--- src/sv/lfa_ram.sv ---
// ----------------------------------------------------------------------------
// lfa_ram
// Generic single-write, single-read synchronous RAM with registered read.
// ----------------------------------------------------------------------------
module lfa_ram #(
    parameter int WIDTH = 8,
    parameter int DEPTH = 16,
    parameter int AW    = $clog2(DEPTH)
) (
    input  logic             clk,
    input  logic             we,
    input  logic [AW-1:0]    waddr,
    input  logic [WIDTH-1:0] wdata,
    input  logic             re,
    input  logic [AW-1:0]    raddr,
    output logic [WIDTH-1:0] rdata
);

    logic [WIDTH-1:0] mem [DEPTH];

    always_ff @(posedge clk)
    begin
        if (we)
        begin
            mem[waddr] <= wdata;
        end
        if (re)
        begin
            rdata <= mem[raddr];
        end
    end

endmodule

--- config.mk ---
export PLATFORM = sky130hd
export DESIGN_NAME = lfa_ram
export DESIGN_NICKNAME = d
export VERILOG_FILES = /design/src/sv/lfa_ram.sv
export SDC_FILE = /design/constraint.sdc
export NUM_CORES = 1
export LEC_CHECK = 0
export ABC_AREA = 1
export BUFFER_PORTS_ARGS = -buffer_cell sky130_fd_sc_hd__buf_2
export CAP_MARGIN = 40
export CELL_PAD_IN_SITES_DETAIL_PLACEMENT = 1
export CELL_PAD_IN_SITES_GLOBAL_PLACEMENT = 1
export CORE_MARGIN = 2
export CORE_UTILIZATION = 49
export CTS_CLUSTER_SIZE = 16
export DETAILED_ROUTE_END_ITERATION = 8
export PLACE_DENSITY = 0.75
export SLEW_MARGIN = 20
export SYNTH_ARGS = -nofsm -noshare
export SYNTH_HDL_FRONTEND = slang
export SYNTH_SLANG_ARGS = --single-unit
--- constraint.sdc ---
create_clock -name clk -period 1.9 [get_ports clk]
set_clock_uncertainty 0.2 [all_clocks]
set_input_delay 0.38 -clock clk [delete_from_list [all_inputs] [get_ports clk]]
set_output_delay 0.38 -clock clk [all_outputs]
set_load 0.05 [all_outputs]
# Yosys cells after proc, flatten, opt, wreduce, memory -nomap -nowiden
# Memories as Yosys holds them, arrays and structs flattened. A register that Yosys moved wholly into a read port is not among the register bits.
# Cells that the tools add are included.
# word_totals
regBits	0
ram_bits	128
out_inout_bits	8
memories	1
# memory_table
name	words	word_bits	read_ports	rd_clocked_by_memory_dff	write_ports	line_no	text
mem	16	8	1	1	1	19	logic [WIDTH-1:0] mem [DEPTH];
# classes
muxes	2
# ops
op	n
two-way mux 1 bit	2

# Logic depth before layout (Yosys ltp)
# logic_depth
word_depth	2
ltp_mapped	8

# Worst setup path before layout
# Ideal clock, no wire load.
# synth_path
path_type	in2reg
start	input port waddr[2]
end	memory mem[10][0], enable pin
setup_time_ns	0.370
arrival_ns	0.961
t_required_ns	1.330
path_slack_ns	0.369
path_stages	2
cell_sequence	nand3b_1 > nor2_1
# synth_rtl
item	line_no	text
from (decl)	12	input logic [AW-1:0] waddr,
to (decl)	19	
# Straight into the memory's write port.

# Worst setup path after layout
# layout_path
start	register rdata[5], read port of mem
end	output port rdata[5]
# layout_rtl
item	line_no	text
from (decl)	16	output logic [WIDTH-1:0] rdata
# No word-level cell between the ends.

==> impl_results.md <==
- Outcome: finished, violations left
- Failing checks: design-rule violations
- Via count: 4,061
- Most common cell in the synthesized netlist: nand2_1
- Ys Warns: 0
- Vias in the first global route: 4,393
- Reg clk slew, reported paths: 0.06 ns
- Hold-critical path endpoint: rdata[1]
- Syn nets: 570
- Worst Setup Start Kind: register
- Initial antenna violation count: 0
- CTS tree: built
- CTS sink count: 136
- Seq/Total Area, Yosys: 0.698
- Row count: 39
- Max-cap viol count: 0
- Die W: 113 µm
- Die H: 113 µm
- Library cells used by synthesis: 11
- Starting Density: 0.508
- Final Hold Vio Count: 0
- Hold_buf cts: 0
- Critical Path Fanout Max: 1
- # Post-CTS Setup Buffers: 0
- Power Dens Cells: 1060 nW/µm²
- Worst-Skew Late Latency: 0.42 ns
- Total grt overflow: 0
- Final setup fails: 0
- Setup TNS: 0 ns
- First-pass GRT wire length: 24,500 µm
- Die ar.: roughly 13,000 µm²
- Most area-consuming cells after synthesis: edfxtp_1 70%, nand2_1 11%, nand3_1 8.3%, inv_1 6.4%, buf_6 1.2%
- RePlAce Congestion: 0.777
- Share of layout cells above drive strength 1: 0.134
- H-tree levels: 4
- Tot GR Track Use: 0.263
- Largest net degree at the start of global routing: 36
- Routed wire per std cell: 20.6 µm
- Post-CTS Resized: 0
- Worst r2r dst: rdata[1]
- DR iter-0 viols: 249
- Worst Hold Depth: 1
- Async set or reset register ratio after synthesis: 0
- RSZ-0062 raised after global routing: false
- PortBufs: 26
- Register-to-Register Setup Slack: between 0.4 and 0.5 ns
- Placed cell area: 6250 µm²
- Worst path bufs/invs: 1
- Dpl cells: 724
- Worst VDD drop: 0.000843 V
- Fmax: 0.605 GHz
- Post-Syn Area: 5850 µm²
- Critical Path RT: 1.32 ns
- Total chip power: 7.22 mW
- Core area: 11,500 µm²
- #FFs+latches synth: 136
- Synth top cells by count: 173 x nand2_1, 136 x edfxtp_1, 100 x inv_1
- Clock root cell: clkbuf_16
- I/O Pins: 27
- Cell taking the most area after synthesis: edfxtp_1
- Post-synth EDFFs: 136
- Finished Cell Area: 6840 µm²
- DRT antenna net count: 0
- Area growth, synth to finish: 17.0%
- Worst hold path class: primary input to register
- Crit-path max cell delay: about 0.38 ns
- Routed WL: ~16,000 µm
- Antenna cells: 0
- HPWL Detailed: 9680 µm
- Yosys top cell area share: 0.698
- Worst hold path startpoint: re
- Max-slew violations: 0
- Worst-case clock buffer depth: 2
- Final std cells w/o fill: around 750
- Residual DRC count: 3
- Crit path kind: register to output pin
- Slowest-stage cell, CP: edfxtp_1
- Total iterations of the first detailed-routing run: 7
- Post-Synthesis Cells: 551
- Avg Inst Size Synth: roughly 11 µm²
- Final Critical Period: between 1.5 and 2 ns
- Reg2reg path depth: 6
- P_leak: approximately 3 nW
- Fin crit share: 0.871
- Worst slew margin: 0.583
- Number of buffers created by CTS: 17
- Critical path's top delay family: flip-flops
- # nets final: 619
- CP cell instances: buf_2
- RR Startpoint: mem[4][1]
- Top_reg_cell synth: edfxtp_1
- Critical path arrival: roughly 1.1 ns
- Slew @ Worst Pin: 0.624 ns
- Nature of the critical path endpoint: output pin
- Utilization after layout: 0.594
- Number of vias per cell: 5.39
## power by group
part | switching (mW) | internal [mW] | leakage [nW]
Sequential | 0.0205 | 3.38 | 1.24
Clock | 1.17 | 2.16 | 0.291
Combinational | 0.362 | 0.132 | 1.46
## state kept, by name (all words and copies together), names as in the netlist
| register | flops |
|---|---|
| rdata | 8 |
| mem | 128 |
## layout make-up
class,count,area [µm²]
fill,1244,4680
sequential,136,4080
multi-input combinational,289,1210
clock buffer,19,433
timing repair buffer,54,390
inverter,102,383
tap,143,179
clock inverter,11,156
## logic make-up after synthesis
kind of cell           after synthesis  share of synthesized area
DFF                                136                      0.698
buffers and inverters              126                     0.0939
and+or+nand+nor                    289                      0.208
## metal layers
metal | share of wire | vias up | GRT usage
met2 | 0.51 | 133 | 0.452
met4 | 0.028 | 0 | 0.110
met1 | 0.41 | 2023 | 0.327
met5 | 0 | - | 0
li1 | - | 1876 | -
met3 | 0.052 | 29 | 0.0530
## cell usage in the layout, fill, tap and decap left out
cell	n
nand3b_1	2
buf_4	24
buf_12	4
bufinv_16	4
edfxtp_1	136
inv_2	2
clkinv_2	4
clkbuf_1	2
inv_1	100
clkbuf_16	17
nor2_1	17
buf_2	26
clkinv_4	1
nand3_1	97
clkinv_1	2
nand2_1	173
## worst max path at each step
| stage | slack (ns) | cells past startpoint | end | startpoint |
|---|---|---|---|---|
| 5_1_grt | 0.22 | 1 | rdata[5] | rdata[5] |
| 2_1_floorplan | 0.37 | 2 | mem[10][0] | waddr[2] |
| 4_1_cts | 0.22 | 1 | rdata[5] | rdata[5] |
| 3_5_place_dp | -0.03 | 6 | rdata[4] | raddr[1] |
| 6_report | 0.25 | 1 | rdata[5] | rdata[5] |
| 3_3_place_gp | 0.04 | 6 | rdata[4] | raddr[1] |
## metrics by stage
stage / hold WS (ns) / worst slack (ns)
after floorplan: 0.279 / 0.369
after global placement: 0.524 / 0.0389
after detailed placement: 0.547 / -0.0315
after CTS: 0.109 / 0.224
after global routing: 0.120 / 0.217
final: 0.128 / 0.246
No activity file was read; power rests on OpenSTA's default activity.
