[src/sv/lfa_pkg.sv]
// ----------------------------------------------------------------------------
// lfa_pkg
// Shared types and constants for the lazy-fill counter array.
// ----------------------------------------------------------------------------
package lfa_pkg;

    localparam int IDX_BITS       = 10;
    localparam int VAL_BITS       = 32;
    localparam int OUT_BITS       = 48;
    localparam int TAG_BITS       = 8;
    localparam int DEPTH_DEF      = 1024;
    localparam int ENTRY_BITS_DEF = 48;

    typedef enum logic [1:0] {
        ACT_LOAD = 2'd0,
        ACT_FILL = 2'd1,
        ACT_ADD  = 2'd2,
        ACT_READ = 2'd3
    } action_t;

    // fill state seen by the update logic
    typedef struct packed {
        logic                fill_active;
        logic [TAG_BITS-1:0] cur;
        logic [VAL_BITS-1:0] fill_value;
    } epoch_t;

endpackage

[src/sv/lfa_update.sv]
// ----------------------------------------------------------------------------
// lfa_update
// Read-modify-write datapath: resolves a pending fill, applies the request
// and builds the word written back.
// ----------------------------------------------------------------------------
module lfa_update
    import lfa_pkg::*;
#(
    parameter int ENTRY_BITS = ENTRY_BITS_DEF,
    parameter int WW         = ENTRY_BITS + TAG_BITS
) (
    input  logic                  valid,
    input  action_t               act,
    input  logic                  ok,
    input  logic [VAL_BITS-1:0]   value,
    input  logic [WW-1:0]         word,
    input  epoch_t                ep,
    output logic                  wr_en,
    output logic [WW-1:0]         wr_word,
    output logic [ENTRY_BITS-1:0] rd_entry
);

    logic [TAG_BITS-1:0]   tag;
    logic [ENTRY_BITS-1:0] entry;
    logic                  stale;
    logic [ENTRY_BITS-1:0] base;
    logic [ENTRY_BITS:0]   sum;
    logic [ENTRY_BITS-1:0] sat;
    logic [ENTRY_BITS-1:0] new_entry;
    logic                  writes;

    assign tag   = word[WW-1 -: TAG_BITS];
    assign entry = word[ENTRY_BITS-1:0];
    assign stale = ep.fill_active && (tag != ep.cur);
    assign base  = stale ? ENTRY_BITS'(ep.fill_value) : entry;
    assign sum   = {1'b0, base} + (ENTRY_BITS + 1)'(value);
    assign sat   = sum[ENTRY_BITS] ? {ENTRY_BITS{1'b1}} : sum[ENTRY_BITS-1:0];

    always_comb
    begin
        case (act)
            ACT_LOAD:
            begin
                new_entry = ENTRY_BITS'(value);
                writes    = 1'b1;
            end
            ACT_ADD:
            begin
                new_entry = sat;
                writes    = 1'b1;
            end
            ACT_READ:
            begin
                new_entry = base;
                writes    = 1'b1;
            end
            default:
            begin
                new_entry = base;
                writes    = 1'b0;
            end
        endcase
    end

    assign wr_en    = valid & ok & writes;
    assign wr_word  = {ep.cur, new_entry};
    assign rd_entry = base;

endmodule

[config.mk]
export PLATFORM = sky130hd
export DESIGN_NAME = lfa_update
export DESIGN_NICKNAME = d
export VERILOG_FILES = /design/src/sv/lfa_pkg.sv /design/src/sv/lfa_update.sv
export SDC_FILE = /design/constraint.sdc
export NUM_CORES = 1
export LEC_CHECK = 0
export BUFFER_PORTS_ARGS = -buffer_cell sky130_fd_sc_hd__buf_2
export CORE_MARGIN = 2
export CORE_UTILIZATION = 43
export DETAILED_ROUTE_END_ITERATION = 10
export PLACE_DENSITY = 0.84
export SYNTH_ARGS = -nofsm -noshare
export SYNTH_HDL_FRONTEND = slang
export SYNTH_SLANG_ARGS = --single-unit
[constraint.sdc]
create_clock -name vclk -period 8.92
set_input_delay 1.784 -clock vclk [all_inputs]
set_output_delay 1.784 -clock vclk [all_outputs]
set_load 0.02 [all_outputs]
# After elaboration in Yosys (flattened, before gate mapping)
# Index checks and enable logic that the tools add are counted.
# Widths: inputs -> output; s select.
dict set report totals {
  register_bits 0
  inputBits 133
  out_inout_bits 105
  wordCells 13
}
dict set report classes {
  n_addsub 1
  eq_ne 3
  n_mux 4
  bitwise_logic 2
  n_reduce_logical 3
}
# cell n
set op_table {}
lappend op_table {{$mux 48} 2}
lappend op_table {{$pmux 48 s2} 1}
lappend op_table {{$add 48x32->49} 1}
lappend op_table {{$ne 8x8->1} 1}
lappend op_table {{$eq 2x2->1 const B} 2}
lappend op_table {{$reduce_or 3->1} 1}
lappend op_table {{$and 1x1->1} 2}
lappend op_table {{$logic_not 2->1} 1}
lappend op_table {{$logic_and 1x1->1} 1}
lappend op_table {{$mux 1} 1}

# Depth between registers and ports, before layout
dict set report logic_depth {
  ltp_word 6
  mapped_depth 19
  ltp_nobuf 16
}

# Worst setup path after synthesis
# OpenSTA, ideal clock, no wires.
dict set report synth_path {
  path_type {input -> output}
  startpoint {input port ep[33] in the netlist's numbering}
  endpoint {output port wr_word[30]}
  t_arrival_ns 6.048
  path_slack_ns 1.088
  stages 17
  path_buffers 3
  path_cell_list {xnor2_1 nand4_1 o21ai_1 clkbuf_1 buf_1 mux2_2 ha_1 clkbuf_2 a21oi_1 nor3_1 or3_4 a311o_2 a221o_1 nor3_1 o31ai_1 xnor2_1 a211oi_1}
}
dict set report synth_between {
  elab_chain_len 6
}
# element line
set synth_lines {}
lappend synth_lines {{start, declared} lfa_update.sv:17} ;# input epoch_t ep,
lappend synth_lines {{$ne 8x8->1} lfa_update.sv:34} ;# assign stale = ep.fill_active && (tag != ep.cur);
lappend synth_lines {{$logic_and 1x1->1} lfa_update.sv:34}
lappend synth_lines {{$mux 48} lfa_update.sv:35} ;# assign base = stale ? ENTRY_BITS'(ep.fill_value) : entry;
lappend synth_lines {{net rd_entry[7]} lfa_update.sv:20} ;# output logic [ENTRY_BITS-1:0] rd_entry
lappend synth_lines {{$add 48x32->49} lfa_update.sv:36} ;# assign sum = {1'b0, base} + (ENTRY_BITS + 1)'(value);
lappend synth_lines {{$mux 48} lfa_update.sv:37} ;# assign sat = sum[ENTRY_BITS] ? {ENTRY_BITS{1'b1}} : sum[ENTRY_BITS-1:0];
lappend synth_lines {{$pmux 48 s2} lfa_update.sv:41} ;# case (act)
lappend synth_lines {{end, declared} lfa_update.sv:19} ;# output logic [WW-1:0] wr_word,
# The timed path passes the listed nets, and every way through them passes these cells.

# Worst setup path in the final report
dict set report layout_path {
  startpoint {input port ep[33] in the netlist's numbering}
  endpoint {output port wr_word[22]}
}
dict set report layout_between {
  elab_chain_len 6
}
# element line
set layout_lines {}
lappend layout_lines {{$ne 8x8->1 *} lfa_update.sv:34}
lappend layout_lines {{$logic_and 1x1->1 *} lfa_update.sv:34}
lappend layout_lines {{$mux 48 *} lfa_update.sv:35}
lappend layout_lines {{$add 48x32->49} lfa_update.sv:36}
lappend layout_lines {{$mux 48} lfa_update.sv:37}
lappend layout_lines {{$pmux 48 s2 *} lfa_update.sv:41}
# Mark *: on every way between the ends. The rest lies on a longest branch, timed or not.

==> metrics.csv <==
metric,value,unit
status,"complete, no violations",
design.die.area,9220,um^2
tns,0,ps
critical-path-slowest-cell,and3_1,
io_buffers,238,
dieWidth,96.02,um
nets,890,
worstSetupPathType,in -> out,
regArea,0,um^2
synth-xor-area-share,8.660,%
rsz0062_at_grt,no,
p_leak,2.452,nW
dr_wl_met2,6787,um
drv_slew,0,
rows,33,
crit_required,7140,ps
seq_area_frac_synth,0,%
synth_area,3641,um^2
nClkBuffers,0,
synth.area.mux_share,10.17,%
period_share,92.33,%
fmax,121.4,MHz
syn_avg_cell_area,6.896,um^2
routed.top_layer,met4,
slowest_delay,560,ps
critPathTopFamily,simple AND/OR/NAND/NOR gates,
critPathBufInv,5,
vias_per_cell,6.013,
slew_headroom,37.62,%
yosys.area_share.simple,24.33,%
final_cell_mix,"238 x buf_2, 54 x nor2_1, 39 x nand2_1",
n_antenna_cell,0,
gr-total-overflow,0,
cap_violations,0,
syn-instance-count,528,
drc,0,
syn_nets,695,
synth_top_family_by_area,compound AO/OA/AOI/OAI gates,
ctsHoldBuffers,0,
start_kind,primary input,
area_growth,29.76,%
antenna_found_initial,0,
grt_pass1_wl,20330,um
crit_path_max_fanout,32,
synth_warnings,0,
vias,4967,
holdWs,3815,ps
p_per_area,83.16,nW/um^2
routedWlPerCell,16.23,um
met1_length,5281,um
grt_pass1_vias,4453,
final_common_cell,buf_2,
cts_resized,0,
die_height,96.02,um
hold_class,in -> out,
grt_max_degree,56,
drt_iter0_markers,289,
ys_types,71,
drive_gt1_share,40.64,%
core,8217,um^2
firstDrtPassIters,5,
crit_chain,"buf_2, xnor2_1, nand4_1, o21ai_4, buf_4, mux2_2, ha_1, inv_1, fa_1, nor2b_1, o2111ai_1, nand2_1, a41oi_4, o21ai_2, a31oi_1, buf_4, or2_2, and3_1, a211oi_1, buf_2",
io_pins,238,
vdd_drop_max,0.04434,mV
min_period,8236,ps
grt.total_usage,26.51,%
setup_viol,0,
seq_cell_count,0,
finalWirelength,13410,um
drtAntennaViolNets,0,
synth-compound-area-share,35.60,%
critPathCaptureType,primary output,
wl_met3,1093,um
place_congestion,0.8972,
start_util,44.31,%
cts_setup_buffers,0,
crit_arrival,6450,ps
synth_adder_area_share,11.89,%
worst_pin_slew,935.6,ps
final_hold_viol_count,0,
hpwl,10890,um
dpl_cell_area,4725,um^2
finalInstanceArea,4725,um^2
worst paths after layout:
| check | from | to | slack (ps) | cells after the start |
|---|---|---|---|---|
| worst max-delay path | ep[33] | wr_word[22] | 680 | 20 |
| worst min-delay path | ep[38] | wr_word[54] | 3820 | 2 |
cells in the mapped netlist, drive strengths merged, types with 15 or more instances:
cell type	n	area, um^2
a21o	38	285.3
a21oi	38	190.2
a311oi	16	140.1
and2	16	101.4
buf	20	135.1
clkbuf	27	123.9
ha	33	412.9
inv	15	56.30
mux2	32	360.4
nand2	39	146.4
nand3	17	85.08
nor2	55	214.0
o21ai	26	133.9
xnor2	25	219.0
routing by layer:
layer  up-vias  global-route usage, %
met3        28                  2.271
met4         0                  6.429
met2       269                  48.55
met5         -                      0
li1       2358                      -
met1      2312                  33.15
through the flow:
stage          cells  utilization (%)  power (mW)  worst slack (ps)
2_1_floorplan    528                -      0.2774              1088
3_3_place_gp     826            57.50      0.3807             876.9
3_5_place_dp     826            57.50      0.3867             760.4
4_1_cts          826            57.50      0.3893             724.0
5_1_grt          826            57.50      0.4269             473.2
6_report         826            57.50      0.3929             683.9
where the power goes:
part	internal, mW	switching, mW
Clock	0	0
Sequential	0	0
Combinational	0.159	0.234
final cells by class:
cell class                 count  area (um^2)
fill                         801         3492
multi-input combinational    463         3312
timing repair buffer         242         1221
tap                          105        131.4
inverter                      16        60.06
kinds of logic after synthesis:
group	Yosys count
compound gates	182
xor+xnor	36
fa+ha+maj	34
buf+inv	65
mux	33
simple gates	178
Power figures use the tool's default switching activity.
