[config.mk]
export PLATFORM = sky130hd
export DESIGN_NAME = lfa_epoch
export DESIGN_NICKNAME = d
export VERILOG_FILES = /design/src/sv/lfa_pkg.sv /design/src/sv/lfa_epoch.sv
export SDC_FILE = /design/constraint.sdc
export NUM_CORES = 1
export LEC_CHECK = 0
export BUFFER_PORTS_ARGS = -buffer_cell sky130_fd_sc_hd__clkbuf_2
export CAP_MARGIN = 5
export CORE_ASPECT_RATIO = 0.6
export CORE_MARGIN = 5
export CORE_UTILIZATION = 50
export CTS_BUF_LIST = sky130_fd_sc_hd__clkbuf_8
export DETAILED_ROUTE_END_ITERATION = 12
export GPL_TIMING_DRIVEN = 0
export PLACE_DENSITY_LB_ADDON = 0.1
export SKIP_CTS_REPAIR_TIMING = 1
export SYNTH_ARGS = -nofsm -noshare
export SYNTH_HDL_FRONTEND = slang
export SYNTH_SLANG_ARGS = --single-unit
[constraint.sdc]
create_clock -name clk -period 4.45 [get_ports clk]
set_input_delay 0.2225 -clock clk [delete_from_list [all_inputs] [get_ports clk]]
set_output_delay 0.2225 -clock clk [all_outputs]
set_load 0.005 [all_outputs]
[src/sv/lfa_pkg.sv]
// ----------------------------------------------------------------------------
// lfa_pkg
// Shared types and constants for the lazy-fill counter array.
// ----------------------------------------------------------------------------
package lfa_pkg;

    localparam int IDX_BITS       = 10;
    localparam int VAL_BITS       = 32;
    localparam int OUT_BITS       = 48;
    localparam int TAG_BITS       = 8;
    localparam int DEPTH_DEF      = 1024;
    localparam int ENTRY_BITS_DEF = 48;

    typedef enum logic [1:0] {
        ACT_LOAD = 2'd0,
        ACT_FILL = 2'd1,
        ACT_ADD  = 2'd2,
        ACT_READ = 2'd3
    } action_t;

    // fill state seen by the update logic
    typedef struct packed {
        logic                fill_active;
        logic [TAG_BITS-1:0] cur;
        logic [VAL_BITS-1:0] fill_value;
    } epoch_t;

endpackage

[src/sv/lfa_epoch.sv]
// ----------------------------------------------------------------------------
// lfa_epoch
// Fill value, fill mode and epoch counter. An entry is fresh when its stored
// tag equals the current epoch. When the epoch wraps, a sweep writes tag zero
// to every entry, one per cycle.
// ----------------------------------------------------------------------------
module lfa_epoch
    import lfa_pkg::*;
#(
    parameter int DEPTH = DEPTH_DEF,
    parameter int AW    = $clog2(DEPTH)
) (
    input  logic                clk,
    input  logic                rst_n,
    input  logic                fill_req,
    input  logic [VAL_BITS-1:0] fill_value,
    output epoch_t              ep,
    output logic                hold,
    output logic                sweep_we,
    output logic [AW-1:0]       sweep_addr
);

    logic                fill_active_reg;
    logic [TAG_BITS-1:0] cur_reg;
    logic [VAL_BITS-1:0] fill_value_reg;
    logic                sweep_reg;
    logic [AW-1:0]       cnt_reg;
    logic                wrap;

    assign wrap = (cur_reg == {TAG_BITS{1'b1}});

    always_ff @(posedge clk or negedge rst_n)
    begin
        if (!rst_n)
        begin
            fill_active_reg <= 1'b0;
            cur_reg         <= {TAG_BITS{1'b1}};
            fill_value_reg  <= '0;
            sweep_reg       <= 1'b0;
            cnt_reg         <= '0;
        end
        else
        begin
            if (fill_req)
            begin
                fill_value_reg  <= fill_value;
                fill_active_reg <= 1'b1;
                if (wrap)
                begin
                    cur_reg   <= TAG_BITS'(1);
                    sweep_reg <= 1'b1;
                    cnt_reg   <= '0;
                end
                else
                begin
                    cur_reg <= cur_reg + TAG_BITS'(1);
                end
            end
            else if (sweep_reg)
            begin
                cnt_reg <= cnt_reg + AW'(1);
                if (cnt_reg == AW'(DEPTH - 1))
                begin
                    sweep_reg <= 1'b0;
                end
            end
        end
    end

    assign ep.fill_active = fill_active_reg;
    assign ep.cur         = cur_reg;
    assign ep.fill_value  = fill_value_reg;
    assign hold           = sweep_reg | (fill_req & wrap);
    assign sweep_we       = sweep_reg;
    assign sweep_addr     = cnt_reg;

endmodule

Yosys cells after proc, flatten, opt, wreduce, memory -nomap -nowiden

Index checks and enable logic that the tools add are counted.

Muxes and demuxes: 8
Add/sub/neg operators: 2
Equality and inequality tests: 3
Shift-type cells: 0
Multipliers: 0
Reduce and logical (&&, ||, !) cells: 2
Div/mod/pow operators: 0
Bitwise logic cells: 2
$lt $le $gt $ge: 0

Operators by type and width:

| operator                | count |
|---|---|
| $mux W10                | 3 |
| $add A10 B1 Y10 const B | 1 |
| $eq A10 B10 Y1 const B  | 1 |
| $add A8 B1 Y8 const B   | 1 |
| $eq A8 B8 Y1 const B    | 1 |
| $mux W8                 | 1 |
| $mux W1                 | 4 |
| $ne A2 B1 Y1 const B    | 1 |
| $reduce_and A2 Y1       | 1 |
| $reduce_bool A2 Y1      | 1 |
| $and A1 B1 Y1           | 1 |
| $or A1 B1 Y1            | 1 |

Output and inout port bits: 53
Memory bits (read-only): 0
Bits in latches: 0
Word-level logic and storage cells: 22
Memories kept: 0
RAM bits: 0
Bits in registers: 52

Longest topological paths before layout

Depth in word-level cells: 4
Depth in mapped cells: 6
Gate-level depth less buffers: 5

Worst setup path after synthesis

No wires, ideal clock.

Kind: reg2reg
From: reg cur_reg[0]
To: reg cnt_reg[8], in the netlist sweep_addr[8]
Library setup time: 125 ps
Clock period less this slack: 1580 ps
Cell stages (with the launch flop): 7
Data arrival time: 1455 ps
Path slack: 2870 ps
Path through: dfstp_2 -> ha_1 -> nand4_2 -> or2_1 -> buf_6 -> a21oi_1 -> mux2i_1

Longest elaborated chain between the ends: 3

Ends and longest elaborated chain:

| element                     | RTL line        | RTL |
|---|---|---|
| from (decl)                 | lfa_epoch.sv:24 | `logic [TAG_BITS-1:0] cur_reg;` |
| from (signal assigned)      | lfa_epoch.sv:37 | `cur_reg <= {TAG_BITS{1'b1}};` |
| from (signal assigned)      | lfa_epoch.sv:56 | `cur_reg <= cur_reg + TAG_BITS'(1);` |
| $eq A8 B8 Y1                | lfa_epoch.sv:30 | `assign wrap = (cur_reg == {TAG_BITS{1'b1}});` |
| $ne A2 B1 Y1 (no line)      | --              |  |
| $reduce_and A2 Y1 (no line) | --              |  |
| to (signal assigned)        | lfa_epoch.sv:61 | `cnt_reg <= cnt_reg + AW'(1);` |
| to (decl)                   | lfa_epoch.sv:27 | `logic [AW-1:0] cnt_reg;` |

Every way passes these cells.
A chain may end at the register's enable or synchronous reset.

Worst setup path in the final report

From: reg cur_reg[0]
To: out hold

Longest elaborated chain between the ends: 3

Ends and longest elaborated chain:

| element       | RTL line        | RTL |
|---|---|---|
| $eq A8 B8 Y1  | lfa_epoch.sv:30 |  |
| $and A1 B1 Y1 | lfa_epoch.sv:73 | `assign hold = sweep_reg \| (fill_req & wrap);` |
| $or A1 B1 Y1  | lfa_epoch.sv:73 |  |
| to (decl)     | lfa_epoch.sv:18 | `output logic hold,` |

Every way passes these cells.

==> results.md <==
Worst setup path:
- Across all register-to-register paths, the minimum setup slack is 2750 ps.
- The worst setup path is of the reg2out kind.
- The highest net fanout along the worst path is 7.
- Data arrives at the worst endpoint at 1850 ps.
- The worst setup path is captured at a primary output.
- The launch point of the critical path is cur_reg[0].
- The worst register-to-register path begins at cur_reg[0].
- The worst setup path is launched from a register.
- STA puts the critical path data required time at 4230 ps.

Logic synthesis:
- Counting every instance in the synthesized netlist gives 164.
- The synthesized flop and latch total is 52.
- The synthesized design contains 0 enable-type register cells.
- The total standard cell area after synthesis is 0.00218 sq mm.
- The fraction of the yosys area taken by sequential cells is 60.2%.
- The count of synthesis-stage warnings from yosys is 0.
- Synthesis produced a netlist with a net count of 201.
- The commonest cells after synthesis are dfrtp_1, mux2_2, nand3_1, dfstp_2, nor2_1.
- The dominant cell by count in the synthesized netlist is dfrtp_1.
- In the post-synthesis netlist, the biggest area contributors are dfrtp_1, mux2_2, dfstp_2, nand3_1, nand4_1.
- In this run, distinct cell masters in the synthesized netlist total 31.
- Of the post-synthesis cell area, the dominant cell type holds 50.5%.
- A synthesized cell averages 13.3 sq um.
- The async set or reset register ratio after synthesis is 100%.
- For this run, the leading register cell type out of synthesis is dfrtp_1.
- The cell taking the most area after synthesis is dfrtp_1.

Pwr:
- The leakage power summed over all cells is 1.36 nW.
- The maximum ir drop on the vdd rail is 0.221 mV.
- The fraction of power spent switching nets is 26.2%.
- The power per cell area is 394 mW/mm^2.
- The internal power summed over all cells is 0.000821 W.
- In this run the power spent charging and discharging nets is 0.000291 W.
- Of the total power, the clock network draws 28.0%.
- Of the total power, registers draw 55.0%.
- The relative contribution of combinational cells to total power is 17.0%.

Finish:
- Once layout is complete, the utilization of the core stands at 67.7%.
- The number of inserted filler cells in the final layout is 334.
- Summing all multi-input logic gate instances after layout gives 815 sq um.
- The number of nets in the layout is 296.
- Compared with the post-synthesis result, the final layout area differs by 29.5%.
- The proportion of layout cells with a drive suffix above 1 is 55.8%.
- The number of antenna diodes in the final layout is 0.
- The number of flip-flops in the largest register is 32.
- With fillers left out, the area of the finished cells amounts to 0.00282 sq mm.
- The number of cells in the finished layout apart from fillers is 320.
- The storage element area is 0.00131 sq mm.

Detailed routing:
- The via count of the routed design is 1589.
- The count of nets left with antenna violations after detail routing is 0.
- The wire length reported by the detailed router is 4560 um.
- The number of design rule violations left after detail routing is 0.
- The count of routing violations after the opening detailed-route iteration is 114.
- Dividing the detail-routed via count by the number of cells gives 4.97.
- The first-pass iteration count of the detailed router is 4.
- After detailed routing, the average wire length per cell comes to 14.3 um.

Min path:
- In this run the worst hold path is classified as in2reg.
- The worst hold path startpoint is fill_value[22].

STA:
- The final period utilization is 46.5%.
- The final critical path time including I/O delays and setup is 2070 ps.
- The max-slew violation total from the final report is 0.
- The setup total negative slack is 0 ps.
- Setup repair after global routing left no endpoint under its margin.
- The total of endpoints with negative setup slack in the final report is 0.
- The fmax is 0.483 GHz.
- On the final layout, the worst clock skew is 4.42 ps.
- The count of endpoints failing hold in the final timing report came to 0.
- The transition at the pin with the smallest max-transition slack is 442 ps.
- The worst pin sits at a relative slew slack of 70.5%.

Floorplanning:
- The initial utilization of the core area, before any placement, comes to 52.3%.
- The die outline area is 0.00582 sq mm.
- The top-level I/O count is 88.
- The floorplan step set the die height to 61.1 um.
- The core footprint is 0.00417 sq mm.
- The chip width is 95.2 um.
- After floorplanning, the core was divided into 18 placement rows.

Placement:
- After legalization and detailed placement, the total HPWL measured 3510 um.
- In this run the cell area measured after placement is 0.00269 sq mm.
- In this run, placement finished with an instance count of 310.
- The final weighted congestion in routability-driven placement is 0.840.
- Input and output buffers added on the ports amount to 86.

Clock network:
- Counting the buffers created by CTS gives 5.
- The depth of the CTS H-tree is 2.
- TritonCTS built the clock tree.
- The number of sinks driven by the clock tree is 52.
- The maximum root-to-sink buffer count is 2.
- The master cell of the clock root buffer is clkbuf_8.
- The clock latency of the later-clocked register in the worst-skew pair is 290 ps.
- Clock-pin slew was measured on the worst setup and hold paths at 90 ps.

Global route:
- The number of global-route vias before repair is 1576.
- The final global-route overflow total is 0.
- The first global-routing pass estimated 7490 um of wire.
- The maximum number of pins on one net before global-route repair is 53.
- The number of antenna violations at the first check in global routing is 0.
- The global router's overall resource usage is 16.8%.

Run:
- The tool flagged a number of max-cap violations equal to 0.

Status:
- The run finished with clean final reports.
## cell type report
class / count / area share [%]
clock inverter: 3 / 1.37
sequential: 52 / 46.5
multi-input combinational: 103 / 28.9
buffer: 8 / 1.77
clock buffer: 5 / 2.44
timing repair buffer: 88 / 16.3
tap: 60 / 2.66
inverter: 1 / 0.133
## kinds of logic (layout without fill, tap and decap cells)
group / after synthesis / after routing / synth area share (%)
fa+ha+maj: 2 / 2 / 1.15
buf+inv: 9 / 105 / 2.47
xor+xnor: 5 / 5 / 2.01
flops: 52 / 52 / 60.2
compound gates: 24 / 24 / 7.12
mux: 35 / 35 / 18.0
simple gates: 37 / 37 / 9.13
## layout by cell type (no fill, tap or decap), drive strengths merged, types with 2 or more instances in the layout
cell type / Yosys / layout
clkbuf: 1 / 91
dfrtp: 44 / 44
mux2: 33 / 33
nand3: 9 / 9
buf: 7 / 9
nor2: 8 / 8
dfstp: 8 / 8
nand4: 7 / 7
a21oi: 6 / 6
nand2: 5 / 5
o21ai: 5 / 5
o211ai: 4 / 4
o21a: 4 / 4
xnor2: 3 / 3
o31ai: 3 / 3
nor2b: 2 / 2
mux2i: 2 / 2
inv: 1 / 2
xor2: 2 / 2
ha: 2 / 2
or2: 2 / 2
nand2b: 2 / 2
## worst max-delay path, stage by stage, from the launching register on
cell      delay [ps]
dfstp_2          580
ha_1             220
nand4_2          160
or2_1            270
buf_6            140
nand2b_2          70
clkbuf_2         110
## worst paths after layout
| kind | to | depth (start not counted) |
|---|---|---|
| worst max-delay path | hold | 6 |
| worst min-delay path | fill_value_reg[22] | 2 |
| worst max register to register | sweep_addr[0] | 6 |
| worst min register to register | fill_active_reg | 1 |
| max in group asynchronous | cur_reg[7] | 3 |
| min in group asynchronous | fill_value_reg[2] | 2 |
## per-layer routing
layer,part of all wire [%],global-route usage (%)
met5,0,0
met4,0.46,3.08
met3,9.0,6.59
met2,40,24.4
met1,50,24.3
## stage by stage
stage	hold slack, ps	power [W]	setup WS [ps]
2_1_floorplan	-73.1	0.000703	2870
3_3_place_gp	454	0.000804	2710
3_5_place_dp	456	0.000811	2690
4_1_cts	148	0.00112	2360
5_1_grt	137	0.00118	2270
6_report	153	0.00111	2380
## power groups by stage
stage,registers [W],logic [W],clock network (W)
floorplan,0.000615,0.0000882,0
global route,0.000623,0.000215,0.000341
global placement,0.000617,0.000187,0
CTS,0.000612,0.000190,0.000317
finish,0.000612,0.000189,0.000312
detailed placement,0.000620,0.000190,0
Power figures use the tool's default switching activity.
